===== src/rtl/core/iot_pkg.sv =====
`timescale 1ns / 1ps
// ----------------------------------------------------------------------------
// iot_pkg
// shared types and constants of the image orientation transform
// ----------------------------------------------------------------------------
package iot_pkg;

  localparam int PixW     = 16;
  localparam int ModeW    = 3;
  localparam int SizeW    = 9;
  localparam int CfgAddrW = 4;
  localparam int CfgDataW = 32;
  localparam int RegIdxW  = 2;

  localparam logic [RegIdxW-1:0] REG_MODE   = 2'd0;
  localparam logic [RegIdxW-1:0] REG_WIDTH  = 2'd1;
  localparam logic [RegIdxW-1:0] REG_HEIGHT = 2'd2;

  localparam logic [ModeW-1:0] MODE_IDENT  = 3'd0;
  localparam logic [ModeW-1:0] MODE_VFLIP  = 3'd1;
  localparam logic [ModeW-1:0] MODE_HFLIP  = 3'd2;
  localparam logic [ModeW-1:0] MODE_ROT90  = 3'd3;
  localparam logic [ModeW-1:0] MODE_ROT180 = 3'd4;
  localparam logic [ModeW-1:0] MODE_ROT270 = 3'd5;

  localparam logic [SizeW-1:0] SIZE_RESET = 9'd256;

  typedef struct packed {
    logic [ModeW-1:0] mode;
    logic [SizeW-1:0] width;
    logic [SizeW-1:0] height;
    logic             mode_wr;
    logic             size_wr;
  } cfg_t;

  typedef struct packed {
    logic valid;
    logic last;
  } rd_t;

endpackage


===== src/rtl/core/iot_out.sv =====
`timescale 1ns / 1ps
// ----------------------------------------------------------------------------
// iot_out
// pending read tracking and output register with stall control
// ----------------------------------------------------------------------------
module iot_out (
  input  logic                     clk_i,
  input  logic                     rst_ni,
  input  iot_pkg::rd_t             rd_i,
  input  logic [iot_pkg::PixW-1:0] rdata_i,
  input  logic                     out_ready_i,
  output logic                     out_valid_o,
  output logic [iot_pkg::PixW-1:0] pixel_o,
  output logic                     last_o,
  output logic                     in_ready_o
);
  import iot_pkg::*;

  logic            pend_q, pend_d;
  logic            pend_last_q, pend_last_d;
  logic            oval_q, oval_d;
  logic [PixW-1:0] pix_q, pix_d;
  logic            last_q, last_d;
  logic            take;

  assign take       = pend_q && (!oval_q || out_ready_i);
  assign in_ready_o = !pend_q || !oval_q || out_ready_i;

  always_comb begin
    pend_d      = pend_q;
    pend_last_d = pend_last_q;
    oval_d      = oval_q;
    pix_d       = pix_q;
    last_d      = last_q;
    if (oval_q && out_ready_i) begin
      oval_d = 1'b0;
    end
    if (take) begin
      oval_d = 1'b1;
      pix_d  = rdata_i;
      last_d = pend_last_q;
      pend_d = 1'b0;
    end
    if (rd_i.valid) begin
      pend_d      = 1'b1;
      pend_last_d = rd_i.last;
    end
  end

  always_ff @(posedge clk_i or negedge rst_ni) begin
    if (!rst_ni) begin
      pend_q <= 1'b0;
      oval_q <= 1'b0;
    end else begin
      pend_q <= pend_d;
      oval_q <= oval_d;
    end
  end

  always_ff @(posedge clk_i) begin
    pend_last_q <= pend_last_d;
    pix_q       <= pix_d;
    last_q      <= last_d;
  end

  assign out_valid_o = oval_q;
  assign pixel_o     = pix_q;
  assign last_o      = last_q;

endmodule


===== config.mk =====
export PLATFORM = sky130hd
export DESIGN_NAME = iot_out
export DESIGN_NICKNAME = d
export VERILOG_FILES = /design/src/rtl/core/iot_pkg.sv /design/src/rtl/core/iot_out.sv
export SDC_FILE = /design/constraint.sdc
export NUM_CORES = 1
export LEC_CHECK = 0
export BUFFER_PORTS_ARGS = -buffer_cell sky130_fd_sc_hd__buf_2
export CAP_MARGIN = 25
export CORE_UTILIZATION = 42
export DETAILED_ROUTE_END_ITERATION = 6
export PLACE_DENSITY = 0.75
export SYNTH_ARGS = -nofsm -noshare
export SYNTH_HDL_FRONTEND = slang
export SYNTH_SLANG_ARGS = --single-unit

===== constraint.sdc =====
create_clock -name clk_i -period 2.62 [get_ports clk_i]
set_input_delay 0.524 -clock clk_i [delete_from_list [all_inputs] [get_ports clk_i]]
set_output_delay 0.524 -clock clk_i [all_outputs]
set_load 0.05 [all_outputs]

## Yosys cells after proc, flatten, opt, wreduce, memory -nomap -nowiden

Index checks and enable logic that the tools add are counted.

| storage, ports and cells | value |
|---|---|
| register bits after elaboration | 20 |
| bits of input ports | 21 |
| output and inout port bits | 19 |

| operators by class | value |
|---|---|
| mux-type cells | 4 |
| reductions and logical operators | 9 |

Operators by type and width:

| operator | count |
|---|---|
| 2-to-1 mux 1 bit | 4 |
| nonzero test 2 bit | 2 |
| logical OR 1 bit | 3 |
| logical AND 1 bit | 2 |
| zero test 1 bit | 2 |

## Logic depth before layout (Yosys ltp)

Gate-level depths: netlist of run 1.

| logic depth | value |
|---|---|
| depth after elaboration | 5 |
| depth in mapped cells | 2 |
| mapped depth without buffers | 2 |

## Least setup slack after synthesis of run 1

Ideal clock, no wire load.

| timing | value |
|---|---|
| path kind | reg-to-output |
| start | reg oval_q, in the netlist out_valid_o |
| end | out in_ready_o |
| data arrival time | 1.138 ns |
| data required time | 2.096 ns |
| setup slack | 0.958 ns |
| cell stages (with the launch flop) | 3 |
| path buffers | 0 |
| path through | dfrtp_1 > nor2b_1 > nand2_1 |

| between the ends | value |
|---|---|
| word-level cells in the longest chain between the ends | 3 |

RTL lines:

| what | line | source |
|---|---|---|
| start, declared | iot_out.sv:21 | `logic oval_q, oval_d;` |
| start signal, assigned | iot_out.sv:56 | `oval_q <= oval_d;` |
| zero test 1 bit | iot_out.sv:27 | `assign in_ready_o = !pend_q \|\| !oval_q \|\| out_ready_i;` |
| logical OR 1 bit (2 in a row) | iot_out.sv:27 |  |
| end, declared | iot_out.sv:15 | `output logic in_ready_o` |

No other way between the ends.

## Worst setup path after layout of run 1

Ends and elaborated chain as after synthesis.

==> impl_metrics.yaml, run 1 <==
yosys:
  synth_compound_area_share_pct: 1.198
  ys_seq_area_share_pct: 94.21
  syn_inst: 26
  synth_fa_ha_area_share_pct: 0
  yosysTopAreaCell: "edfxtp_1"
  synth_edf_count: 18
  yosys_warnings: 0
  synthSimpleGateAreaFrac_pct: 4.591
  synth_mux_area_share_pct: 0
  ys_ff_latch: 20
  avgSynthCellArea_um2: 24.11
  netlist_top_cells_area: "edfxtp_1 (86%), dfrtp_1 (8.0%), nand2b_1 (2.0%), a21o_1 (1.2%), and2_1 (1.0%)"
  synth_top_area_share_pct: 86.23
  synth_top_family_by_area: "simple AND/OR/NAND/NOR gates"
  synth_common_cells: "edfxtp_1 (18), dfrtp_1 (2), nand2b_1 (2)"
  synth_xor_area_share_pct: 0
  synth_cell_types: 7
  synth_ff_type: "edfxtp_1"
  synthesis.area_um2: 626.9
  postSynthNetCount: 47
  yosysMostFrequentCell: "edfxtp_1"
  async_flop_share_pct: 10.00
detailed_routing:
  antenna_left: 0
  dr.pass1.iters: 4
  drtIter0Drc: 7
  drc: 0
  num_vias: 411
  drt-total-wl_um: 1187
  viasPerCell: 4.835
  wl_per_cell_um: 13.96
worst_setup_path:
  worstPathArrival_ns: 1.18
  ff2ff_path_depth: 2
  r2r-start: "out_valid_o"
  crit_start: "out_valid_o"
  critical_path.n_buffers_inverters: 1
  startpoint_type: "flop"
  endpoint_kind: "output port"
  crit_type: "reg -> out"
  rr_endpoint: "pixel_o[13]"
  required_ns: 2.10
  worst-r2r-setup-slack_ns: 1.16
  max_stage_delay_ns: 0.41
  cp-endpoint: "in_ready_o"
  cp_slowest_cell: "dfrtp_1"
  critPathTopFamily: "flip-flops"
  crit_path_max_fanout: 3
  cp_num_cells: 3
  path_cells: "nor2b_1 -> nand2_1 -> buf_2"
global_route:
  grt_pass1_wl_um: 1600
  grt_max_degree: 18
  grtUsageTotal_pct: 16.37
  antenna_found_initial: 0
  grt.overflow.total: 0
  grt_pass1_vias: 349
cells_and_area:
  seq_area_um2: 590.6
  multi_input_area_um2: 36.28
  diodes: 0
  stdcell_count: 85
  nNetsFinal: 92
  fillers: 88
  layout-drive-gt1-share_pct: 61.43
  syn_to_final_growth_pct: 44.11
die:
  die_x_um: 40.63
  start_util_pct: 46.43
  die_h_um: 40.63
  dieArea_mm2: 0.001651
  boundaryPins: 40
  rows: 13
  core-area_mm2: 0.001350
place:
  dp_hpwl_um: 952.6
  dp_slack_ns: 0.9293
  numPortBuffers: 39
  place_inst: 80
  gp_congestion: 0.6048
timing:
  hold_viol: 0
  max_freq_ghz: 0.5876
  finalCriticalPeriod_ns: 1.702
  fin_ws_ns: 0.9181
  fin_tns_setup_ns: 0
  setup_viol: 0
  worst_pin_slew_ns: 0.7183
  max_slew_margin_pct: 52.11
  drv_slew: 0
  fin_skew_ns: 0.005483
  finalCritPeriodShare_pct: 64.96
  rsz0062_at_grt: "false"
clocking:
  clockBufferDepth: 2
  cts_resized: 0
  cts_root_buffer: "clkbuf_4"
  htreeDepth: 1
  cts_tree: "yes"
  clk_latency_ns: 0.29
  clock-sinks: 20
  cts_made_buffers: 3
  clk_pin_slew_ns: 0.11
pwr:
  power.density_mw_per_mm2: 834.0
  p_leak_uw: 0.0003959
  vdd_drop_max_uv: 612.1
job:
  cap_violations: 0
outcome:
  outcome: "finished, final reports clean"
min_path:
  min_path_type: "in -> reg"
registers in the layout, indices dropped and copies added, names as in the netlist:
name / flops
pixel_o: 16
out_valid_o: 1
pend_q: 1
pend_last_q: 1
last_o: 1
cell families after synthesis:
family	Yosys count
simple gates	5
flops	20
compound gates	1
metrics by stage:
step	hold slack [ns]	util (%)	power (µW)	cell area (µm²)
3_5_place_dp	0.3117	62.28	515.1	840.8
5_1_grt	0.3746	66.91	778.4	903.4
3_3_place_gp	0.3097	62.28	510.3	840.8
2_1_floorplan	0.2284	-	476.8	626.9
6_report	0.3943	66.91	753.4	903.4
4_1_cts	0.3914	66.91	755.8	903.4
worst min path at each step:
stage / startpoint / slack [ns] / end / depth (start not counted)
floorplan: rst_ni / 0.23 / out_valid_o / 0
global placement: rst_ni / 0.31 / out_valid_o / 1
detailed placement: rst_ni / 0.31 / pend_q / 1
CTS: rd_i[0] / 0.39 / pend_last_q / 1
global route: rd_i[0] / 0.37 / pend_last_q / 1
finish: rdata_i[10] / 0.39 / pixel_o[10] / 1
repair_timing:
action                                 CTS  global route
hold buffers                             1             0
endpoints found under the hold margin    2             0
setup endpoints to repair                0             0
setup buffers                            0             0
routing by layer:
layer	track usage (%)	routed length, µm	up-vias
met1	18.96	463	198
met5	0	0	-
met4	10.00	7	0
met2	27.38	622	24
li1	-	-	187
met3	3.804	93	2
where the power goes:
group          internal [µW]  switching, µW
logic                   28.1           96.2
clock network            154           91.5
registers                376           7.06
total                    559            195
layout by cell type (no fill, tap or decap):
master / netlist / layout
bufinv_16: 0 / 1
dlygate4sd3_1: 0 / 1
edfxtp_1: 18 / 18
nor2b_1: 1 / 1
nand2_1: 1 / 1
a21o_1: 1 / 1
and2_1: 1 / 1
nand2b_1: 2 / 2
buf_2: 0 / 39
clkbuf_4: 0 / 3
dfrtp_1: 2 / 2
area by class of cell:
type | count | share of cell area (%)
multi-input cells | 6 | 4.017
repair buffers | 40 | 22.71
flip-flops and latches | 20 | 65.37
clock inverters | 1 | 3.324
well taps | 15 | 2.078
clock buffers | 3 | 2.493
No activity file was read; power rests on OpenSTA's default activity.
==> inputs of run 2 (changes only) <==
--- a/config.mk
+++ b/config.mk
@@ -7,9 +7,9 @@
 export LEC_CHECK = 0
 export BUFFER_PORTS_ARGS = -buffer_cell sky130_fd_sc_hd__buf_2
 export CAP_MARGIN = 25
-export CORE_UTILIZATION = 42
+export CORE_UTILIZATION = 35
 export DETAILED_ROUTE_END_ITERATION = 6
-export PLACE_DENSITY = 0.75
+export PLACE_DENSITY = 0.67
 export SYNTH_ARGS = -nofsm -noshare
 export SYNTH_HDL_FRONTEND = slang
 export SYNTH_SLANG_ARGS = --single-unit
==> constraint.sdc (replaced) <==
create_clock -name clk_i -period 1.4 [get_ports clk_i]
set_input_delay 0.28 -clock clk_i [delete_from_list [all_inputs] [get_ports clk_i]]
set_output_delay 0.28 -clock clk_i [all_outputs]
set_load 0.05 [all_outputs]
==> impl_metrics.yaml, run 2 (synthesized netlist as in run 1, its figures left out) <==
outcome:
  outcome: "finished, final reports clean"
detailed_routing:
  drc: 0
  num_vias: 390
  wl_per_cell_um: 9.937
  drt-total-wl_um: 944
  viasPerCell: 4.105
  dr.pass1.iters: 3
  drtIter0Drc: 2
  antenna_left: 0
worst_setup_path:
  crit_type: "reg -> out"
  critPathTopFamily: "flip-flops"
  cp_slowest_cell: "dfrtp_2"
  path_cells: "nor2b_4 -> nand2_1 -> buf_6"
  required_ns: 1.12
  max_stage_delay_ns: 0.42
  ff2ff_path_depth: 2
  worstPathArrival_ns: 1.06
  startpoint_type: "flop"
  worst-r2r-setup-slack_ns: 0.19
  r2r-start: "out_valid_o"
  crit_path_max_fanout: 3
  endpoint_kind: "output port"
  cp_num_cells: 3
  rr_endpoint: "pixel_o[10]"
  critical_path.n_buffers_inverters: 1
min_path:
  min_path_cells: 1
  min_path_type: "in -> reg"
  worstHoldStart: "rdata_i[6]"
  hold_end: "pixel_o[6]"
clocking:
  htreeDepth: 1
  cts_root_buffer: "clkbuf_4"
  clock-sinks: 20
  clk_pin_slew_ns: 0.10
  clockBufferDepth: 2
  cts_tree: "yes"
  clk_latency_ns: 0.29
  cts_made_buffers: 3
cells_and_area:
  diodes: 0
  fin_area_um2: 912.1
  mostFrequentLayoutCell: "buf_2"
  layout-drive-gt1-share_pct: 64.79
  mostFrequentLayoutCells: "buf_2 (38), edfxtp_1 (18), clkbuf_4 (3)"
  syn_to_final_growth_pct: 45.51
  largest_reg_flops: 16
  fillers: 137
  nNetsFinal: 93
timing:
  hold_viol: 0
  fin_skew_ns: 0.002074
  rsz0062_at_grt: "false"
  fin_tns_setup_ns: 0
  worst_pin_slew_ns: 0.3645
  setup_viol: 0
  finalCriticalPeriod_ns: 1.344
  max_slew_margin_pct: 75.70
  finalCritPeriodShare_pct: 95.97
  max_freq_ghz: 0.7443
  drv_slew: 0
global_route:
  grt_pass1_vias: 336
  antenna_found_initial: 0
  grt.overflow.total: 0
  grt_max_degree: 18
  grtUsageTotal_pct: 10.02
  grt_pass1_wl_um: 1304
die:
  start_util_pct: 39.32
  dieArea_mm2: 0.001964
  die_h_um: 44.32
  core-area_mm2: 0.001594
  boundaryPins: 40
  die_x_um: 44.32
  rows: 14
place:
  placed_cell_area_um2: 854.6
  numPortBuffers: 39
  gp_congestion: 0.5920
pwr:
  power.density_mw_per_mm2: 1331
  p_leak_uw: 0.0003984
  vdd_drop_max_uv: 712.1
job:
  cap_violations: 0
run 2: cell count changes in the layout (fill, tap and decap cells not counted), sizes merged:
cell and delta:
bufinv -1, buf +1, clkinv +1
run 2: routing by layer:
layer / vias up / global-route usage, % / share of wire, %
met4: 0 / 7.273 / 3.1
li1: 187 / - / -
met5: - / 0 / 0
met3: 4 / 5.714 / 11
met2: 28 / 17.06 / 50
met1: 171 / 8.540 / 36
run 2: metrics by stage:
stage / utilization (%) / hold slack [ns] / power, µW / worst slack [ns] / instances
floorplan: - / -0.01559 / 893.1 / 0.1000 / 26
global placement: 53.61 / 0.06717 / 955.8 / 0.2074 / 89
detailed placement: 53.61 / 0.06841 / 958.6 / 0.1891 / 89
CTS: 56.04 / 0.1495 / 1220 / 0.007537 / 94
global route: 57.22 / 0.1310 / 1267 / 0.0008419 / 95
finish: 57.22 / 0.1580 / 1214 / 0.05643 / 95
run 2: final cells by class:
class	instances	area, µm²	area share [%]
repair buffers	41	219.0	24.01
flip-flops and latches	20	591.8	64.88
clock inverters	1	3.754	0.4115
clock buffers	3	22.52	2.469
multi-input cells	6	45.04	4.938
well taps	24	30.03	3.292
run 2: worst register-to-register path: cells and delay by family (launching register included):
family / cells / cell delay, ns
AND/OR/NAND/NOR: 2 / 0.46
flip-flops: 1 / 0.42
run 2: timing repair:
item | CTS | global route
hold buffers | 1 | 0
setup endpoints to repair | 1 | 1
hold endpoints to repair | 2 | 0
buffers inserted | 0 | 1
resized for setup | 1 | 3
run 2: power by group:
part           switching, µW  internal, µW
Clock                    156           104
Sequential              10.9           703
Combinational            179          61.0
run 2: worst max path at each step:
stage | from | to | slack, ns
2_1_floorplan | out_valid_o | in_ready_o | 0.10
3_3_place_gp | out_ready_i | pixel_o[3] | 0.21
3_5_place_dp | out_valid_o | pixel_o[3] | 0.19
4_1_cts | out_valid_o | in_ready_o | 0.008
5_1_grt | out_valid_o | in_ready_o | 0.0008
6_report | out_valid_o | in_ready_o | 0.06
