### config.mk
export PLATFORM = sky130hd
export DESIGN_NAME = iot_regs
export DESIGN_NICKNAME = d
export VERILOG_FILES = /design/src/rtl/core/iot_pkg.sv /design/src/rtl/core/iot_regs.sv
export SDC_FILE = /design/constraint.sdc
export NUM_CORES = 1
export LEC_CHECK = 0
export ABC_AREA = 1
export BUFFER_PORTS_ARGS = -buffer_cell sky130_fd_sc_hd__buf_2
export CELL_PAD_IN_SITES_DETAIL_PLACEMENT = 0
export CELL_PAD_IN_SITES_GLOBAL_PLACEMENT = 1
export CORE_MARGIN = 2
export CORE_UTILIZATION = 28
export DETAILED_ROUTE_END_ITERATION = 8
export GPL_ROUTABILITY_DRIVEN = 1
export PLACE_DENSITY = 0.86
export SLEW_MARGIN = 20
export SYNTH_ARGS = -nofsm -noshare
export SYNTH_HDL_FRONTEND = slang
export SYNTH_SLANG_ARGS = --single-unit
### constraint.sdc
create_clock -name clk_i -period 2.6 [get_ports clk_i]
set_input_delay 0.39 -clock clk_i [delete_from_list [all_inputs] [get_ports clk_i]]
set_output_delay 0.39 -clock clk_i [all_outputs]
set_load 0.05 [all_outputs]
### src/rtl/core/iot_pkg.sv
`timescale 1ns / 1ps
// ----------------------------------------------------------------------------
// iot_pkg
// shared types and constants of the image orientation transform
// ----------------------------------------------------------------------------
package iot_pkg;

  localparam int PixW     = 16;
  localparam int ModeW    = 3;
  localparam int SizeW    = 9;
  localparam int CfgAddrW = 4;
  localparam int CfgDataW = 32;
  localparam int RegIdxW  = 2;

  localparam logic [RegIdxW-1:0] REG_MODE   = 2'd0;
  localparam logic [RegIdxW-1:0] REG_WIDTH  = 2'd1;
  localparam logic [RegIdxW-1:0] REG_HEIGHT = 2'd2;

  localparam logic [ModeW-1:0] MODE_IDENT  = 3'd0;
  localparam logic [ModeW-1:0] MODE_VFLIP  = 3'd1;
  localparam logic [ModeW-1:0] MODE_HFLIP  = 3'd2;
  localparam logic [ModeW-1:0] MODE_ROT90  = 3'd3;
  localparam logic [ModeW-1:0] MODE_ROT180 = 3'd4;
  localparam logic [ModeW-1:0] MODE_ROT270 = 3'd5;

  localparam logic [SizeW-1:0] SIZE_RESET = 9'd256;

  typedef struct packed {
    logic [ModeW-1:0] mode;
    logic [SizeW-1:0] width;
    logic [SizeW-1:0] height;
    logic             mode_wr;
    logic             size_wr;
  } cfg_t;

  typedef struct packed {
    logic valid;
    logic last;
  } rd_t;

endpackage

### src/rtl/core/iot_regs.sv
`timescale 1ns / 1ps
// ----------------------------------------------------------------------------
// iot_regs
// apb configuration registers: mode, frame width, frame height
// ----------------------------------------------------------------------------
module iot_regs (
  input  logic                           clk_i,
  input  logic                           rst_ni,
  input  logic                           psel,
  input  logic                           penable,
  input  logic                           pwrite,
  input  logic [iot_pkg::CfgAddrW-1:0]   paddr,
  input  logic [iot_pkg::CfgDataW-1:0]   pwdata,
  output logic [iot_pkg::CfgDataW-1:0]   prdata,
  output logic                           pready,
  output iot_pkg::cfg_t                  cfg_o
);
  import iot_pkg::*;

  logic [ModeW-1:0]   mode_q, mode_d;
  logic [SizeW-1:0]   width_q, width_d;
  logic [SizeW-1:0]   height_q, height_d;
  logic [RegIdxW-1:0] idx;
  logic               wr;

  assign pready = 1'b1;
  assign idx    = paddr[CfgAddrW-1:2];
  assign wr     = psel && penable && pwrite;

  always_comb begin
    mode_d        = mode_q;
    width_d       = width_q;
    height_d      = height_q;
    cfg_o.mode_wr = 1'b0;
    cfg_o.size_wr = 1'b0;
    if (wr) begin
      unique case (idx)
        REG_MODE: begin
          mode_d        = pwdata[ModeW-1:0];
          cfg_o.mode_wr = 1'b1;
        end
        REG_WIDTH: begin
          width_d       = pwdata[SizeW-1:0];
          cfg_o.size_wr = 1'b1;
        end
        REG_HEIGHT: begin
          height_d      = pwdata[SizeW-1:0];
          cfg_o.size_wr = 1'b1;
        end
        default: ;
      endcase
    end
  end

  always_ff @(posedge clk_i or negedge rst_ni) begin
    if (!rst_ni) begin
      mode_q   <= MODE_IDENT;
      width_q  <= SIZE_RESET;
      height_q <= SIZE_RESET;
    end else begin
      mode_q   <= mode_d;
      width_q  <= width_d;
      height_q <= height_d;
    end
  end

  always_comb begin
    unique case (idx)
      REG_MODE:   prdata = CfgDataW'(mode_q);
      REG_WIDTH:  prdata = CfgDataW'(width_q);
      REG_HEIGHT: prdata = CfgDataW'(height_q);
      default:    prdata = '0;
    endcase
  end

  assign cfg_o.mode   = mode_q;
  assign cfg_o.width  = width_q;
  assign cfg_o.height = height_q;

endmodule

# Word level (Yosys, flattened, before mapping)
# Cells that the tools add are included.
[totals]
ff_bits = 21
input_bits = 41
wordCells = 16
[op_classes]
eq_ne = 2
mux = 4
n_reduce_logical = 7
[op_table]
columns = ["op", "n"]
rows = [
  ["9-bit one-hot mux with 3 select lines", 1],
  ["2-bit AND reduction", 3],
  ["2-bit by 1-bit equality test with 1-bit output (second input constant)", 1],
  ["2-bit equality test (second input constant)", 1],
  ["1-bit logical AND", 2],
  ["2-bit zero test", 1],
  ["1-bit 2-to-1 mux", 2],
  ["2-bit 2-to-1 mux", 1],
  ["2-bit OR reduction", 1],
]

# Longest topological paths before layout
# Gate-level depths: netlist of the first run.
[logic_depth]
ltp_word = 4
mapped_depth = 7

# Least setup slack after synthesis of the first run
# Ideal clock, no wire load.
[synth_path]
path_kind = "input -> output"
start = "in paddr[2] (netlist name)"
end = "out prdata[7] (netlist name)"
arrival_time_ns = 1.796
required_ns = 2.210
setup_slack_ns = 0.414
cell_stages = 6
cell_sequence = "inv_1 ha_1 buf_2 buf_2 nand2_1 a21oi_1"
[synth_via]
elab_chain_cells = 2
elab_cells_between_ends = 4
[synth_lines]
columns = ["element", "line_no", "text"]
rows = [
  ["start, declared", "iot_regs.sv:12", "input logic [iot_pkg::CfgAddrW-1:0] paddr,"],
  ["2-bit equality test, or another cell as far along", "iot_regs.sv:68", "unique case (idx)"],
  ["9-bit one-hot mux with 3 select lines *", "iot_regs.sv:68", ""],
  ["end, declared", "iot_regs.sv:14", "output logic [iot_pkg::CfgDataW-1:0] prdata,"],
]
# Mark *: on every way between the ends. The rest lies on a longest branch, timed or not.

# Worst setup path in the final report of the first run
[layout_path]
start = "in paddr[3] (netlist name)"
end = "out prdata[1] (netlist name)"
# The elaborated chain is that of the path after synthesis.

==> results.txt, run 1 <==
The flow ran to the end, and the final reports show no timing, DRC or antenna violations. Global routing used 12.12% of the available tracks across all layers. The total overflow left after global routing is 0.

The final weighted congestion of routability-driven global placement was 0.7665; the horizontal extent of the die was 72.43 µm. The post-route cell area came out at 1550 µm². The worst setup path is of the in2out kind. The share of total power dissipated in combinational logic is 47.6%.

For the number of synthesis warnings, the log shows 0. The run gives 0.4907 GHz as the maximum achievable frequency. Summing every instance area after synthesis gives 1311 µm². Using the TritonRoute via totals, the vias-per-cell ratio works out to 4.321.

Setup repair after global routing left no endpoint under its margin. The smallest clock period supported by the final layout is computed as 2.038 ns. The tools report the via count as 1158. The number of remaining DRC errors is 0, and the area growth from synthesis to final layout is 18.23%. The H-tree depth was 1; the number of different library cells in the post-synthesis netlist was 17. Register share of total power: 35.8%.

Number of top-level pins: 97. The buffer cell driving the clock tree root was clkbuf_8. The synthesized design contains 21 register bits. The tools report the first-pass iteration count of the detailed router as 4.

STA classifies the critical path endpoint as an output pin. The detail route stage leaves a number of antenna-violating nets equal to 0. Number of core rows: 24. The die boundary height was 72.43 µm; the number of instances in the synthesized netlist was 170. The clock net sink count is 21. After detailed routing, the average wire length per cell comes to 11.37 µm. The run gives 0 as the initial antenna violation count.

Final count of pins violating max slew: 0. The count of hold buffers inserted by post-cts repair was 0; the maximum number of pins on one net before global-route repair was 23. The number of antenna diodes came out at 0. Hold violation total from the final report: 0.

The count of port buffers added during placement was 47; the via count of the first global-routing pass was 997. The net switching fraction of the power came out at 50.86%. Max-cap violations in this run came to 0. Period utilization: 78.38%. The commonest non-fill, non-tap cell in the layout was nand2_1.

At the worst endpoint, the arrival time is 1.65 ns. The hold slack is 0.08309 ns. In this run, post-CTS repair resized a total of 0 instances. The worst hold path belongs to the class in2async. A synthesized cell averages 7.713 µm².

After clock tree synthesis, the clock-pin slew on the worst setup and hold paths is 0.07 ns. The power spent charging and discharging nets is 636.8 µW, and the area fraction of the dominant cell type after synthesis is 36.26%. TritonCTS built the clock tree.

The clock passes through at most 2 buffers. The core region is 4444 µm². In this run the static leakage power is 0.0009369 µW.

The internal power of the cells is 615.1 µW, and the area enclosed by the die boundary is 5246 µm². The biggest area contributor in the post-synthesis netlist is dfrtp_1. The run gives 2.21 ns as the data required time of the worst path. Of all nets on the critical path, the largest fanout is 12. Wires add up to 3047 µm. The source-to-sink clock delay at the later pin of the worst-skew pair came out at 0.25 ns. The worst setup path is launched from an input port.

The placed instances occupy a cell area of 1504 µm². Fraction of final layout cells sized beyond drive strength 1: 28.24%. The detailed router finished its first iteration with 49 violations. The net total in the final layout is 263. The global-route wire length before repair was 4871 µm. The power per cell area came out at 807.5 nW/µm². For the number of setup violations in the final report, the log shows 0.

For the CTS buffer count, the log shows 3. The initial utilization of the core area, before any placement, comes to 29.50%. The tools report the post-CTS setup repair buffer count as 0.

The sequential share of the synthesized area came out at 40.27%. By area the synthesized netlist is led by dfrtp_1 (36%), nand2_1 (19%), buf_4 (14%). The worst-case IR drop observed on VDD is 0.2457 mV. The library cells used most frequently in the layout, excluding fill and tap cells, are nand2_1 (66), buf_2 (47), nand3_1 (24), conb_1 (24), dfrtp_1 (19).

Final sum of negative setup slack: 0 ns. In this run, the clock network consumes 16.6% of the power. Detailed placement finished with a half-perimeter wire length of 2250 µm.

On the final layout, the worst clock skew is 0 ns.
## registers in the layout (all words and copies together) (netlist names)
name / flops
mode_q: 3
height_q: 9
width_q: 9
## per-stage QoR
step,total power [µW],setup WS (ns),utilization [%],instances
after floorplan,946.7,0.4137,-,192
after global placement,1050,0.5418,33.84,264
after detailed placement,1055,0.5311,33.84,264
after CTS,1271,0.5276,34.88,268
after global routing,1330,0.4516,34.88,268
final,1252,0.5621,34.88,268
## metal layers
metal / GRT usage, % / vias up / part of all wire, %
met5: 0 / - / 0
met3: 1.111 / 2 / 6.8
met2: 20.90 / 51 / 50
met1: 15.57 / 523 / 42
li1: - / 582 / -
met4: 4.938 / 0 / 1.1
## worst paths after layout
path / start / slack [ns] / endpoint / cells after the start
max: paddr[3] / 0.56 / prdata[1] / 9
min in group clk_i: pwdata[8] / 0.36 / width_q[8] / 3
min: rst_ni / 0.08 / width_q[4] / 1
max in group asynchronous: rst_ni / 2.17 / width_q[8] / 1
min reg2reg: width_q[8] / 0.47 / width_q[8] / 2
max reg2reg: height_q[8] / 1.89 / height_q[8] / 2
## power groups by stage
stage               registers [µW]  clock network, µW  logic [µW]
finish                         448                208         596
global route                   461                234         635
CTS                            449                221         601
detailed placement             454                  0         602
global placement               454                  0         596
floorplan                      689                  0         258
## kinds of logic (layout without fill, tap and decap cells)
| logic type | count (synthesis) | after routing | synth area share (%) |
|---|---|---|---|
| AO/OA/AOI/OAI | 6 | 6 | 2.290 |
| adder cells (fa/ha/maj) | 5 | 5 | 4.771 |
| buffers and inverters | 40 | 64 | 20.04 |
| flip-flops | 21 | 21 | 40.27 |
| other | 2 | 24 | 0.5727 |
| AND/OR/NAND/NOR | 96 | 96 | 32.06 |
## layout make-up
class	count	area [µm²]
clock inverter	1	5.005
clock buffer	3	41.29
fill	516	2894
tap	52	65.06
inverter	10	37.54
sequential	21	528.0
timing repair buffer	50	270.3
multi-input combinational	131	603.1
## worst max-delay path, stage by stage
cell and delay (ns):
buf_2 0.12, inv_1 0.08, ha_1 0.40, buf_12 0.19, nand2_1 0.05, nand3_1 0.07, nand2_1 0.05, inv_1 0.04
buf_2 0.25
## cell usage after synthesis
master / n
inv_2: 1
dfrtp_1: 19
nand2_1: 66
nor2_1: 1
buf_2: 3
nor2_4: 1
buf_4: 25
buf_6: 2
nand4_1: 1
inv_1: 9
a21oi_1: 6
nand4_2: 2
nand2_2: 1
conb_1: 2
dfstp_2: 2
nand3_1: 24
ha_1: 5
(Power assumes the default switching activity.)
==> inputs of run 2 (changes only) <==
- CORE_UTILIZATION: 28 -> 26
- PLACE_DENSITY: 0.86 -> 0.81
- clock period: 2.6 -> 1.9 ns (I/O delays scaled with it)
==> run 2 against run 1 <==
Against the previous run: setup slack lost 0.29 ns; sequential cell count unchanged; global-route usage grew 0.17 points; clock skew did not move; first-iteration DRC count grew 51%; cell area is 3.6% higher; critical endpoint is now prdata[7]; non-clock buffer count increased by 2; sequential share of layout area decreased by 1.2 points.
==> results.txt, run 2 (synthesis gave the netlist of run 1 again) <==
The run gives 20.08% as the global-route track usage on met2. The logs give 265 for the net total in the final layout and 35.3% for the register share of total power. The min-delay analysis places its worst path in the category in2reg.

Worst clock skew: 0 ns. After floorplanning, the core was sized to cover 4786 µm². The final count of pins violating max slew was 0.

The via count of the first global-routing pass was 1074. The worst setup path is of the in2out kind. Via count: 1154.

Along the worst path, the maximum fanout reaches 19. STA classifies the critical path startpoint as an input port. The tools report the initial core utilization as 27.40%.

The post-route netlist has 29.36% of its cells at a drive strength greater than 1. For this design the ratio of total power to cell area is 1085 nW/µm². After clock tree synthesis, the clock-pin slew on the worst setup and hold paths is 0.08 ns. Share of power burned in the clock network: 17.1%. For the area of placed instances, the log shows 1550 µm². Global routing consumed, on the met3 layer, 2.142% of the routing resources. The commonest non-fill, non-tap cell in the layout is nand2_1.

Row generation in the floorplan step produced 25 rows. The first global-routing pass estimated 5202 µm of wire. Period utilization: 85.84%. The HPWL after detailed placement is 2389 µm. During I/O placement, the number of pins put on the boundary was 97. In the layout the commonest cells are nand2_1 (66), buf_2 (47), nand3_1 (24), conb_1 (24), dfrtp_1 (19). The count of nets left with antenna violations after detail routing is 0. The H-tree depth is 1, and the die boundary height is 75.02 µm.

Wires add up to 3299 µm. Derived from the worst setup path, the maximum achievable clock frequency is 0.6131 GHz. The source-to-sink clock delay at the later pin of the worst-skew pair is 0.26 ns, and the CTS buffer count is 3. The tool flagged a number of max-cap violations equal to 0. The area enclosed by the die boundary is 5627 µm². The hold violation total from the final report is 0. The tools report the buffer cell driving the clock tree root as clkbuf_8.

Post-route cell area: 1607 µm². The number of setup violations in the final report is 0, and the total global-route track usage is 12.29%. The horizontal extent of the die works out to 75.02 µm.

The largest registers in the layout are height_q: 9 flops, width_q: 9 flops, mode_q: 3 flops. TritonCTS built the clock tree. The number of antenna diodes is 0, and the net switching fraction of the power is 51.37%. The total grt overflow was 0. For the sum of internal, switching and leakage power, the log shows 1744 µW. The flow ran to the end, and the final reports show no timing, DRC or antenna violations.

The leakage component of the power is 0.0009490 µW. For this run, design rule violations remaining after detail routing come to 0. The clock net sink count is 21, and the number of resized instances in the post-cts repair step is 0. The first-pass iteration count of the detailed router is 4. The mean number of vias per cell came out at 4.049. STA classifies the critical path endpoint as an output pin. The count of port buffers added during placement was 47; the power spent charging and discharging nets was 895.8 µW. The initial detailed-routing violation count is 74, and the largest voltage drop on the vdd net is 0.3951 mV. The longest clock path from root to sink contains 2 buffers. The final weighted congestion of routability-driven global placement was 0.7978; the detail-routed net length per standard cell was 11.58 µm. Counting tap cells, the placed design contains a total of 280 instances.

Most utilized layer in the global route result: met2. The met1 track demand over resource in global routing was 16.20%; the initial antenna violation count was 0. The final cell count without fillers was 285; the internal power of the cells was 847.9 µW.

The time the worst path needs with I/O delays and setup works out to 1.631 ns. Entering global routing, the biggest net connects 22 pins. At the worst endpoint, the required time is 1.62 ns.

Combinational cells account for 47.6% of the total power. Setup repair after global routing left no endpoint under its margin. After routing, the total negative slack on setup checks comes to 0 ns. The critical path arrival is 1.35 ns, and the area growth from synthesis to final layout is 22.52%.
run 2: changes by cell type in the layout (fill, tap and decap cells not counted), sizes merged:
cell	change
buf	+1
dlygate4sd3	+1
run 2: final cells by class:
type                    instances  area [µm²]
fillers                       561        3179
clock inverters                 1       5.005
flip-flops and latches         21       528.0
repair buffers                 52       300.3
inverters                      10       37.54
clock buffers                   3       41.29
well taps                      67       83.83
multi-input cells             131       610.6
run 2: what timing repair did:
item                                   4_1_cts  5_1_grt
hold buffers                                 1        0
endpoints found under the hold margin       19        0
setup buffers                                0        0
run 2: power groups by stage:
stage | combinational, µW | clock [µW] | sequential [µW]
global placement | 830 | 0 | 623
global route | 882 | 323 | 634
floorplan | 356 | 0 | 942
detailed placement | 836 | 0 | 624
CTS | 838 | 310 | 617
finish | 829 | 299 | 615
run 2: metal layers:
| layer | vias up | routed length (µm) |
|---|---|---|
| met1 | 526 | 1469 |
| li1 | 579 | - |
| met5 | - | 0 |
| met3 | 2 | 244 |
| met4 | 0 | 34 |
| met2 | 47 | 1551 |
run 2: worst paths after layout:
kind | startpoint | end | slack, ns | depth (start not counted)
max in group asynchronous | rst_ni | height_q[8] | 1.03 | 2
worst min-delay path | pwdata[8] | width_q[8] | 0.24 | 3
min in group asynchronous | rst_ni | width_q[3] | 0.52 | 2
worst max register to register | height_q[8] | height_q[8] | 1.18 | 2
worst max-delay path | paddr[3] | prdata[7] | 0.27 | 7
worst min register to register | width_q[8] | width_q[8] | 0.48 | 2
run 2: critical path, stage by stage:
cell and delay [ns]:
buf_2 0.12, inv_1 0.08, ha_1 0.19, buf_12 0.17, nand2_1 0.07, a21oi_2 0.15
buf_2 0.28
run 2: per-stage QoR:
stage          hold WS [ns]  setup slack, ns  utilization [%]
2_1_floorplan      -0.01059          0.05659                -
3_3_place_gp         0.2704           0.2610            32.39
3_5_place_dp         0.2793           0.2660            32.39
4_1_cts              0.2387           0.2627            33.57
5_1_grt              0.2503           0.1108            33.57
6_report             0.2433           0.2690            33.57
