**src/rtl/core/iot_pkg.sv**
```systemverilog
`timescale 1ns / 1ps
// ----------------------------------------------------------------------------
// iot_pkg
// shared types and constants of the image orientation transform
// ----------------------------------------------------------------------------
package iot_pkg;

  localparam int PixW     = 16;
  localparam int ModeW    = 3;
  localparam int SizeW    = 9;
  localparam int CfgAddrW = 4;
  localparam int CfgDataW = 32;
  localparam int RegIdxW  = 2;

  localparam logic [RegIdxW-1:0] REG_MODE   = 2'd0;
  localparam logic [RegIdxW-1:0] REG_WIDTH  = 2'd1;
  localparam logic [RegIdxW-1:0] REG_HEIGHT = 2'd2;

  localparam logic [ModeW-1:0] MODE_IDENT  = 3'd0;
  localparam logic [ModeW-1:0] MODE_VFLIP  = 3'd1;
  localparam logic [ModeW-1:0] MODE_HFLIP  = 3'd2;
  localparam logic [ModeW-1:0] MODE_ROT90  = 3'd3;
  localparam logic [ModeW-1:0] MODE_ROT180 = 3'd4;
  localparam logic [ModeW-1:0] MODE_ROT270 = 3'd5;

  localparam logic [SizeW-1:0] SIZE_RESET = 9'd256;

  typedef struct packed {
    logic [ModeW-1:0] mode;
    logic [SizeW-1:0] width;
    logic [SizeW-1:0] height;
    logic             mode_wr;
    logic             size_wr;
  } cfg_t;

  typedef struct packed {
    logic valid;
    logic last;
  } rd_t;

endpackage

```
**src/rtl/core/iot_addr.sv**
```systemverilog
`timescale 1ns / 1ps
// ----------------------------------------------------------------------------
// iot_addr
// load and emit counters, source coordinate mapping and frame store access
// ----------------------------------------------------------------------------
module iot_addr #(
  parameter int MAX_WIDTH  = 256,
  parameter int MAX_HEIGHT = 256
) (
  input  logic                                         clk_i,
  input  logic                                         rst_ni,
  input  iot_pkg::cfg_t                                cfg_i,
  input  logic                                         valid_i,
  input  logic                                         ready_i,
  input  logic                                         func_i,
  input  logic [iot_pkg::PixW-1:0]                     pixel_i,
  output logic                                         we_o,
  output logic [$clog2(MAX_WIDTH*MAX_HEIGHT)-1:0]      waddr_o,
  output logic [iot_pkg::PixW-1:0]                     wdata_o,
  output logic                                         re_o,
  output logic [$clog2(MAX_WIDTH*MAX_HEIGHT)-1:0]      raddr_o,
  output iot_pkg::rd_t                                 rd_o
);
  import iot_pkg::*;

  localparam int AW  = $clog2(MAX_WIDTH * MAX_HEIGHT);
  localparam int IW  = $clog2(MAX_WIDTH);
  localparam int IH  = $clog2(MAX_HEIGHT);
  localparam int CW  = (IW > IH) ? IW : IH;
  localparam int SWW = $clog2(MAX_WIDTH + 1);
  localparam int SWH = $clog2(MAX_HEIGHT + 1);
  localparam int SW  = (SWW > SWH) ? SWW : SWH;

  logic [SWW-1:0] w;
  logic [SWH-1:0] h;
  logic [SW-1:0]  ow, oh;
  logic           swapped;

  logic [IW-1:0]  lo_q, lo_d;
  logic [IH-1:0]  li_q, li_d;
  logic [CW-1:0]  eo_q, eo_d;
  logic [CW-1:0]  ei_q, ei_d;
  logic           ready_q, ready_d;

  logic           acc, load, fetch;
  logic           l_inner_end, l_outer_end;
  logic           e_inner_end, e_outer_end;
  logic [IW-1:0]  si;
  logic [IH-1:0]  sj;
  logic [IW-1:0]  si_flip;
  logic [IH-1:0]  sj_flip;
  logic [IW-1:0]  si_r90;
  logic [IH-1:0]  sj_r90;
  logic [IW-1:0]  si_r270;
  logic [IH-1:0]  sj_r270;

  // size clamp: zero acts as one, oversize acts as the maximum
  always_comb begin
    if (cfg_i.width == '0) begin
      w = SWW'(1);
    end else if (32'(cfg_i.width) > 32'(MAX_WIDTH)) begin
      w = SWW'(MAX_WIDTH);
    end else begin
      w = SWW'(cfg_i.width);
    end
    if (cfg_i.height == '0) begin
      h = SWH'(1);
    end else if (32'(cfg_i.height) > 32'(MAX_HEIGHT)) begin
      h = SWH'(MAX_HEIGHT);
    end else begin
      h = SWH'(cfg_i.height);
    end
  end

  assign swapped = (cfg_i.mode == MODE_ROT90) || (cfg_i.mode == MODE_ROT270);
  assign ow      = swapped ? SW'(h) : SW'(w);
  assign oh      = swapped ? SW'(w) : SW'(h);

  assign acc   = valid_i && ready_i;
  assign load  = acc && !func_i;
  assign fetch = acc && func_i && ready_q;

  assign l_inner_end = (32'(li_q) + 32'd1) >= 32'(h);
  assign l_outer_end = (32'(lo_q) + 32'd1) >= 32'(w);
  assign e_inner_end = (32'(ei_q) + 32'd1) >= 32'(oh);
  assign e_outer_end = (32'(eo_q) + 32'd1) >= 32'(ow);

  // mirrored and rotated coordinates
  assign si_flip = IW'(32'(w) - 32'd1 - 32'(eo_q));
  assign sj_flip = IH'(32'(h) - 32'd1 - 32'(ei_q));
  assign si_r90  = IW'(ei_q);
  assign sj_r90  = IH'(32'(h) - 32'd1 - 32'(eo_q));
  assign si_r270 = IW'(32'(w) - 32'd1 - 32'(ei_q));
  assign sj_r270 = IH'(eo_q);

  always_comb begin
    unique case (cfg_i.mode)
      MODE_VFLIP: begin
        si = IW'(eo_q);
        sj = sj_flip;
      end
      MODE_HFLIP: begin
        si = si_flip;
        sj = IH'(ei_q);
      end
      MODE_ROT90: begin
        si = si_r90;
        sj = sj_r90;
      end
      MODE_ROT180: begin
        si = si_flip;
        sj = sj_flip;
      end
      MODE_ROT270: begin
        si = si_r270;
        sj = sj_r270;
      end
      default: begin
        si = IW'(eo_q);
        sj = IH'(ei_q);
      end
    endcase
  end

  assign we_o    = load;
  assign waddr_o = AW'(32'(lo_q) * 32'(MAX_HEIGHT) + 32'(li_q));
  assign wdata_o = pixel_i;
  assign re_o    = fetch;
  assign raddr_o = AW'(32'(si) * 32'(MAX_HEIGHT) + 32'(sj));

  assign rd_o.valid = fetch;
  assign rd_o.last  = e_inner_end && e_outer_end;

  always_comb begin
    lo_d    = lo_q;
    li_d    = li_q;
    eo_d    = eo_q;
    ei_d    = ei_q;
    ready_d = ready_q;
    if (cfg_i.size_wr) begin
      lo_d    = '0;
      li_d    = '0;
      eo_d    = '0;
      ei_d    = '0;
      ready_d = 1'b0;
    end else if (cfg_i.mode_wr) begin
      eo_d = '0;
      ei_d = '0;
    end else if (load) begin
      if (l_inner_end) begin
        li_d = '0;
        if (l_outer_end) begin
          lo_d    = '0;
          ready_d = 1'b1;
        end else begin
          lo_d = lo_q + IW'(1);
        end
      end else begin
        li_d = li_q + IH'(1);
      end
    end else if (fetch) begin
      if (e_inner_end) begin
        ei_d = '0;
        eo_d = e_outer_end ? '0 : eo_q + CW'(1);
      end else begin
        ei_d = ei_q + CW'(1);
      end
    end
  end

  always_ff @(posedge clk_i or negedge rst_ni) begin
    if (!rst_ni) begin
      lo_q    <= '0;
      li_q    <= '0;
      eo_q    <= '0;
      ei_q    <= '0;
      ready_q <= 1'b0;
    end else begin
      lo_q    <= lo_d;
      li_q    <= li_d;
      eo_q    <= eo_d;
      ei_q    <= ei_d;
      ready_q <= ready_d;
    end
  end

endmodule

```
**config.mk**
```make
export PLATFORM = sky130hd
export DESIGN_NAME = iot_addr
export DESIGN_NICKNAME = d
export VERILOG_FILES = /design/src/rtl/core/iot_pkg.sv /design/src/rtl/core/iot_addr.sv
export SDC_FILE = /design/constraint.sdc
export NUM_CORES = 1
export LEC_CHECK = 0
export BUFFER_PORTS_ARGS = -buffer_cell sky130_fd_sc_hd__buf_2
export CAP_MARGIN = 20
export CORE_ASPECT_RATIO = 0.8
export CORE_MARGIN = 4
export CORE_UTILIZATION = 25
export CTS_CLUSTER_DIAMETER = 60
export DETAILED_ROUTE_END_ITERATION = 7
export SYNTH_ARGS = -nofsm -noshare
export SYNTH_HDL_FRONTEND = slang
export SYNTH_SLANG_ARGS = --single-unit
```
**constraint.sdc**
```tcl
create_clock -name clk_i -period 11.05 [get_ports clk_i]
set_input_delay 2.21 -clock clk_i [delete_from_list [all_inputs] [get_ports clk_i]]
set_output_delay 2.21 -clock clk_i [all_outputs]
set_load 0.01 [all_outputs]
```
## After elaboration in Yosys (flattened, before gate mapping)

Index checks and enable logic that the tools add are counted.

- Register bits after elaboration: 33
- Bits of input ports: 44
- Output and inout port bits: 52
- Word-level logic and storage cells: 88

- Add/subtract/negate cells: 16
- Order comparisons: 6
- Eq/ne operators: 7
- Muxes and demuxes: 33
- Reductions and logical operators: 21

Operator list:

| operator | number |
|---|---|
| $mux 8 | 20 |
| $mux 9 | 6 |
| $pmux 8 s3 | 2 |
| $add 8x1->9 const B | 4 |
| $ge 9x9->1 | 4 |
| $add 16x8->16 | 2 |
| $add 8x1->8 const B | 4 |
| $sub 8x8->8 | 4 |
| $gt 9x9->1 const B | 2 |
| $logic_not 9->1 | 2 |
| $sub 8x1->8 const B | 2 |
| $eq 3x2->1 const B | 2 |
| $eq 3x3->1 const B | 2 |
| $reduce_and 3->1 | 2 |
| $reduce_bool 2->1 | 3 |
| $reduce_bool 3->1 | 2 |
| $logic_and 1x1->1 | 5 |
| $mux 1 | 5 |
| $reduce_and 2->1 | 2 |
| $reduce_and 4->1 | 1 |
| $reduce_or 2->1 | 2 |
| $eq 3x1->1 const B | 1 |
| $ne 3x3->1 const B | 1 |
| $ne 2x2->1 const B | 1 |
| 2 further kinds | 2 |

## Logic depth before layout (Yosys ltp)

Gate-level depths: netlist of the first run.

- Word-level depth: 11
- Mapped depth: 17
- Gate-level depth less buffers: 17

## Least setup slack after synthesis of the first run

Ideal clock, no wire load.

- Kind: input to output
- From: input port cfg_i[6] (netlist bit)
- To: output port raddr_o[7]
- Arrival: 5,432 ps
- Data required time: 8,840 ps
- Slack: 3,408 ps
- Cell stages on the path: 17
- Buffers on the path: 0
- Cells stage by stage: or3_1 > nor3_1 > nand2_1 > o2bb2ai_1 > inv_1 > ha_1 > o21ai_0 > o21ai_0 > a22o_1 > ha_1 > o21a_1 > o21a_1 > o22ai_1 > xnor2_1 > nor2_1 > a222oi_1 > o211ai_1

- Cells in the longest elaborated chain, start to end: 7
- Elaborated cells on any way between the ends: 9
- Those cells by class: 4 x add/sub; 1 x order compare; 3 x mux; 1 x reduce/logical

Ends and longest elaborated chain:

| what | line | text |
|---|---|---|
| start: declaration | iot_addr.sv:12 | `input iot_pkg::cfg_t cfg_i,` |
| $gt 9x9->1 | iot_addr.sv:68 | `end else if (32'(cfg_i.height) > 32'(MAX_HEIGHT)) begin` |
| $mux 9 | iot_addr.sv:68 |  |
| $mux 9 (*) | iot_addr.sv:66 | `if (cfg_i.height == '0) begin` |
| $sub 8x1->8 (*) | iot_addr.sv:90, iot_addr.sv:92 |  |
| $sub 8x8->8 (on tied branches) | iot_addr.sv:90, iot_addr.sv:92 |  |
| $pmux 8 s3 (*) | iot_addr.sv:97 | `unique case (cfg_i.mode)` |
| $add 16x8->16 (*) | iot_addr.sv:129 | `assign raddr_o = AW'(32'(si) * 32'(MAX_HEIGHT) + 32'(sj));` |
| end: declaration | iot_addr.sv:21 | `output logic [$clog2(MAX_WIDTH*MAX_HEIGHT)-1:0] raddr_o,` |

Every way passes the cells marked *; elsewhere a longest branch is shown, timed or not.

## Final worst setup path of the first run

Ends and elaborated chain as after synthesis.

==> flow_summary.json, run 1 <==
{
  "synth_cell_types": 69,
  "crit_type": "input pin to primary output",
  "drtIter0Drc": 465,
  "routedWlPerCell_um": 16.8,
  "port_buffers": 63,
  "clock_latency_ns": 0.28,
  "drive_above_1_share_pct": 12.7,
  "area_growth_pct": 11.9,
  "grt_pass1_wl_mm": 25.5,
  "synth-warning-count": 0,
  "vdd_drop_max_mv": 0.0645,
  "start_util_pct": 25.6,
  "globalplace.congestion": 0.912,
  "die_y_um": 136,
  "totalWireLength_mm": 16.1,
  "cp_max_fo": 7,
  "vias": 5021,
  "drc": 0,
  "yosysTopAreaCellShare_pct": 17.2,
  "layout.nets": 812,
  "finalSetupViolations": 0,
  "hold_buffers": 0,
  "synth-main-ff-cell": "dfrtp_1",
  "p_leak_nw": 2.62,
  "netlist_instances": 662,
  "slew_violations": 0,
  "p_per_area_nw_per_um2": 89.3,
  "cts_root_buf": "clkbuf_16",
  "relSlewSlack_pct": 30.4,
  "h-tree-depth": 2,
  "power.total_uw": 509,
  "cp-end-kind": "primary output",
  "cts_resized": 0,
  "async_reset_ff_share_pct": 100,
  "antenna_left": 0,
  "finalSetupTns_ns": 0,
  "netlist.top_cell.by_area": "ha_1",
  "die_w_um": 168,
  "worst_pin_slew_ns": 1.03,
  "synth.avg_cell_area_um2": 7.69,
  "antenna_found_initial": 0,
  "worstPathCellList": "buf_2 > or3_1 > nor3_1 > nand2_1 > o2bb2ai_1 > inv_1 > ha_1 > o21ai_0 > o21ai_0 > a22o_1 > ha_1 > o21a_1 > o21a_1 > o22ai_1 > xnor2_1 > nor2_1 > a222oi_1 > o211ai_1 > buf_2",
  "clk_pin_slew_ns": 0.05,
  "dp_hpwl_mm": 13.3,
  "viasPerCell": 5.24,
  "clock_path_buffers": 2,
  "dieArea_um2": 22700,
  "fp-row-count": 46,
  "first_pass_iters": 7,
  "synth_area_um2": 5090,
  "cts_num_sinks": 33,
  "worst_setup_path_start_kind": "input pin",
  "grt_max_degree": 36,
  "critPathRequiredTime_ns": 8.84,
  "synth_nets": 780,
  "track_usage_pct": 13.8,
  "fin_crit_sh_pct": 74.7,
  "crit_path_top_delay_cell": "or3_1",
  "core_area_um2": 19900,
  "yosys-top-cells-area": "ha_1 17%, dfrtp_1 16%, xnor2_1 6.2%",
  "diodes": 0,
  "rsz0062_at_grt": "false",
  "grt.overflow.total": 0,
  "critPathArrivalTime_ns": 6.04,
  "worstHoldPathType": "flip-flop to flip-flop",
  "finalCriticalPeriod_ns": 8.25,
  "io_pins": 96,
  "synth-seq-cells": 33,
  "fmax_ghz": 0.121,
  "synth_edf_count": 0,
  "skew_ns": 0.00247,
  "cts_tree": "done",
  "cts_setup_buffers": 0,
  "grt_pass1_vias": 4563,
  "yosysSeqAreaShare_pct": 16.2,
  "outcome": "completed",
  "cpPeakStageDelay_ns": 0.42,
  "hold_viol": 0,
  "cap_viol_max_count": 0,
  "numCtsBuffers": 5
}
[state kept, by name, summed over array words and instances (netlist names)]
name / flops
eo_q: 8
ready_q: 1
li_q: 8
ei_q: 8
lo_q: 8
[metrics by stage]
stage,utilization [%],std cells,setup slack (ns),instance area (um2),hold slack (ns)
2_1_floorplan,-,662,3.41,5090,0.463
3_5_place_dp,27.7,951,2.83,5520,0.491
6_report,28.6,959,2.80,5700,0.524
3_3_place_gp,27.7,951,2.82,5520,0.496
4_1_cts,28.6,959,2.82,5700,0.511
5_1_grt,28.6,959,2.52,5700,0.536
[cell usage after synthesis (all sizes together), types with 4 or more instances]
cell and number:
ha 70, nor2 62, nand2 60, o21ai 53, xnor2 36, inv 35, a21oi 33, dfrtp 33
buf 24, a31oi 18, nand3 18, and3 16, nand2b 16, clkbuf 15, xor2 15, a21o 14
nor2b 13, nor3 13, a221oi 8, a22o 8, o22ai 8, o21a 7, nand4 6, or3 5
a211o 4, and4 4, fa 4, mux2i 4, nor4 4, o31ai 4, o41ai 4, or2 4
[cell usage in the layout, fill, tap and decap left out, types with 18 or more instances in the layout]
| master | netlist | final |
|---|---|---|
| nand2_1 | 60 | 60 |
| xnor2_1 | 36 | 36 |
| o21ai_1 | 28 | 27 |
| dfrtp_1 | 33 | 33 |
| inv_1 | 33 | 33 |
| o21ai_0 | 24 | 24 |
| ha_1 | 70 | 70 |
| buf_2 | 3 | 63 |
| a21oi_1 | 33 | 33 |
| nor2_1 | 61 | 61 |
| a31oi_1 | 18 | 18 |
| nand3_1 | 18 | 18 |
[where the power goes]
| part | total, mW | switching [mW] | internal, mW |
|---|---|---|---|
| Clock | 0.165 | 0.0520 | 0.113 |
| Combinational | 0.212 | 0.124 | 0.0882 |
| Sequential | 0.132 | 0.00711 | 0.125 |
[metal layers]
| metal | wire length (um) | share of wire (%) | vias up | track usage [%] |
|---|---|---|---|---|
| met5 | 0 | 0 | - | 0 |
| met4 | 205 | 1.3 | 0 | 2.52 |
| met3 | 1140 | 7.1 | 12 | 2.83 |
| met2 | 7050 | 44 | 164 | 21.3 |
| met1 | 7750 | 48 | 2362 | 20.0 |
| li1 | - | - | 2483 | - |
[worst max-delay path, delay by kind of cell]
family | cells | cell delay [ns]
fa+ha+maj | 2 | 0.61
compound gates | 9 | 1.75
simple gates | 4 | 0.81
xor+xnor | 1 | 0.25
buf+inv | 3 | 0.40
[cell type report]
| cell class | count | area [um2] |
|---|---|---|
| Fill cell | 2184 | 14200 |
| Timing Repair Buffer | 64 | 323 |
| Multi-Input combinational cell | 555 | 3910 |
| Sequential cell | 33 | 826 |
| Inverter | 35 | 131 |
| Tap cell | 264 | 330 |
| Clock buffer | 7 | 143 |
| Clock inverter | 1 | 30.0 |
[path summary, 6_finish.rpt]
path                               start          to  slack [ns]  cells past startpoint
worst max-delay path            cfg_i[6]  raddr_o[7]        2.80                     19
worst min-delay path             ready_q     ready_q        0.52                      2
worst max register to register   ei_q[0]     ei_q[5]        7.25                     11
worst min register to register   ready_q     ready_q        0.52                      2
max in group asynchronous         rst_ni     eo_q[0]        8.53                      1
min in group asynchronous         rst_ni     lo_q[2]        2.01                      1
[kinds of logic (layout without fill, tap and decap cells)]
group                      after synthesis  in the layout  share of synthesized area [%]
AOI/OAI and AO/OA                      196            196                           26.2
muxes                                    7              7                           1.45
DFF                                     33             33                           16.2
and+or+nand+nor                        227            227                           21.7
xor gates and xnor gates                51             51                           8.78
buffers and inverters                   74            107                           6.93
adders and majority gates               74             74                           18.8
No activity file was read; power rests on OpenSTA's default activity.
==> inputs of run 2 (changes only) <==
==> constraint.sdc (replaced) <==
create_clock -name clk_i -period 6.72 [get_ports clk_i]
set_input_delay 1.344 -clock clk_i [delete_from_list [all_inputs] [get_ports clk_i]]
set_output_delay 1.344 -clock clk_i [all_outputs]
set_load 0.01 [all_outputs]
==> run 2 against run 1 <==
Global-route usage rose by 0.23 points. Total power rose by 57%. Clock skew rose by 0.0038 ns. Sequential share of layout area fell by 0.089 points. Critical path type unchanged. Largest cell class unchanged. Largest power group unchanged.
==> flow_summary.json, run 2 (synthesis gave the netlist of run 1 again) <==
{
  "cts_resized": 0,
  "relSlewSlack_pct": 32.7,
  "routedWlPerCell_um": 16.8,
  "hold_viol": 0,
  "cp_max_fo": 7,
  "diodes": 0,
  "grt_max_degree": 34,
  "port_buffers": 63,
  "whs_ns": 0.510,
  "antenna_left": 0,
  "skew_ns": 0.00622,
  "p_leak_nw": 2.64,
  "antenna_found_initial": 0,
  "finalSetupTns_ns": 0,
  "fillers": 2213,
  "fp-row-count": 46,
  "globalplace.congestion": 0.906,
  "slew_violations": 0,
  "clock_latency_ns": 0.29,
  "cts_root_buf": "clkbuf_16",
  "start_util_pct": 25.6,
  "io_pins": 96,
  "grt_pass1_vias": 4638,
  "critPathArrivalTime_ns": 4.94,
  "dp_hpwl_mm": 13.4,
  "cts_setup_buffers": 0,
  "die_w_um": 168,
  "numCtsBuffers": 5,
  "dieArea_um2": 22700,
  "p_per_area_nw_per_um2": 140,
  "drtIter0Drc": 580,
  "mostFrequentLayoutCell": "ha_1",
  "cts_tree": "done",
  "clk_pin_slew_ns": 0.05,
  "area_growth_pct": 12.6,
  "crit_type": "input pin to primary output",
  "drive_above_1_share_pct": 13.6,
  "grt.overflow.total": 0,
  "core_area_um2": 19900,
  "finalCriticalPeriod_ns": 6.29,
  "viasPerCell": 5.23,
  "vias": 5051,
  "critPathRequiredTime_ns": 5.38,
  "track_usage_pct": 14.0,
  "stdcell_area_um2": 5730,
  "die_y_um": 136,
  "clock_path_buffers": 2,
  "cp-end-kind": "primary output",
  "rsz0062_at_grt": "false",
  "cap_viol_max_count": 0,
  "worst_setup_path_start_kind": "input pin",
  "finalSetupViolations": 0,
  "vdd_drop_max_mv": 0.0582,
  "totalWireLength_mm": 16.2,
  "seqCellArea_um2": 826,
  "drc": 0,
  "final_cell_mix": "70 x ha_1, 63 x buf_2, 61 x nor2_1, 60 x nand2_1, 36 x xnor2_1",
  "fin_crit_sh_pct": 93.6,
  "worstHoldPathType": "flip-flop to flip-flop",
  "cts_num_sinks": 33,
  "fmax_ghz": 0.159,
  "grt_pass1_wl_mm": 25.6,
  "placed_area_um2": 5570,
  "h-tree-depth": 2,
  "layout.nets": 819,
  "worst_pin_slew_ns": 0.998,
  "multi_input_area_um2": 3920,
  "outcome": "completed",
  "first_pass_iters": 5,
  "hold_buffers": 0
}
==> run 2: changes by cell type in the layout (fill, tap and decap cells not counted) <==
cell | before | now
bufinv_16 | 1 | 0
buf_4 | 1 | 7
nor3_2 | 0 | 1
buf_8 | 0 | 1
nor3_1 | 13 | 12
==> run 2: path summary, 6_finish.rpt <==
path,start,end,slack (ns),cells after the start
min in group asynchronous,rst_ni,lo_q[5],1.16,1
max,cfg_i[6],raddr_o[7],0.43,19
min,ready_q,ready_q,0.51,2
max in group asynchronous,rst_ni,eo_q[7],5.05,1
max reg2reg,ei_q[0],ei_q[6],2.89,11
min reg2reg,ready_q,ready_q,0.51,2
==> run 2: metal layers <==
layer	track usage [%]	vias to the layer above	part of all wire, %
met1	19.9	2378	48
met3	3.18	27	6.4
met4	3.74	0	2.0
li1	-	2492	-
met2	21.4	154	44
met5	0	-	0
==> run 2: where the power goes <==
group / internal (mW) / leakage [nW] / total, mW / switching (mW)
clock network: 0.145 / 0.0700 / 0.231 / 0.0852
registers: 0.206 / 0.457 / 0.218 / 0.0118
logic: 0.148 / 2.12 / 0.351 / 0.203
total: 0.499 / 2.64 / 0.800 / 0.300
==> run 2: stage by stage <==
step	power, mW	cells	util [%]	setup WS (ns)
detailed placement	0.570	957	28.0	0.401
floorplan	0.477	662	-	0.810
CTS	0.804	964	28.7	0.398
global placement	0.565	957	28.0	0.420
finish	0.800	965	28.8	0.432
global route	0.857	965	28.8	0.0468
==> run 2: cell type report <==
| type | count | area share [%] |
|---|---|---|
| Tap cell | 264 | 5.76 |
| Inverter | 35 | 2.29 |
| Clock buffer | 7 | 2.49 |
| Timing Repair Buffer | 71 | 6.68 |
| Multi-Input combinational cell | 555 | 68.4 |
| Sequential cell | 33 | 14.4 |
==> run 2: critical path: stages <==
cell and delay, ns:
buf_2 0.13, or3_1 0.43, nor3_2 0.14, nand2_1 0.10, o2bb2ai_1 0.20, inv_1 0.10, ha_1 0.26, o21ai_0 0.09
o21ai_0 0.10, a22o_1 0.23, ha_1 0.34, o21a_1 0.20, o21a_1 0.16, o22ai_1 0.19, xnor2_1 0.24, nor2_1 0.07
a222oi_1 0.34, o211ai_1 0.13, buf_2 0.16
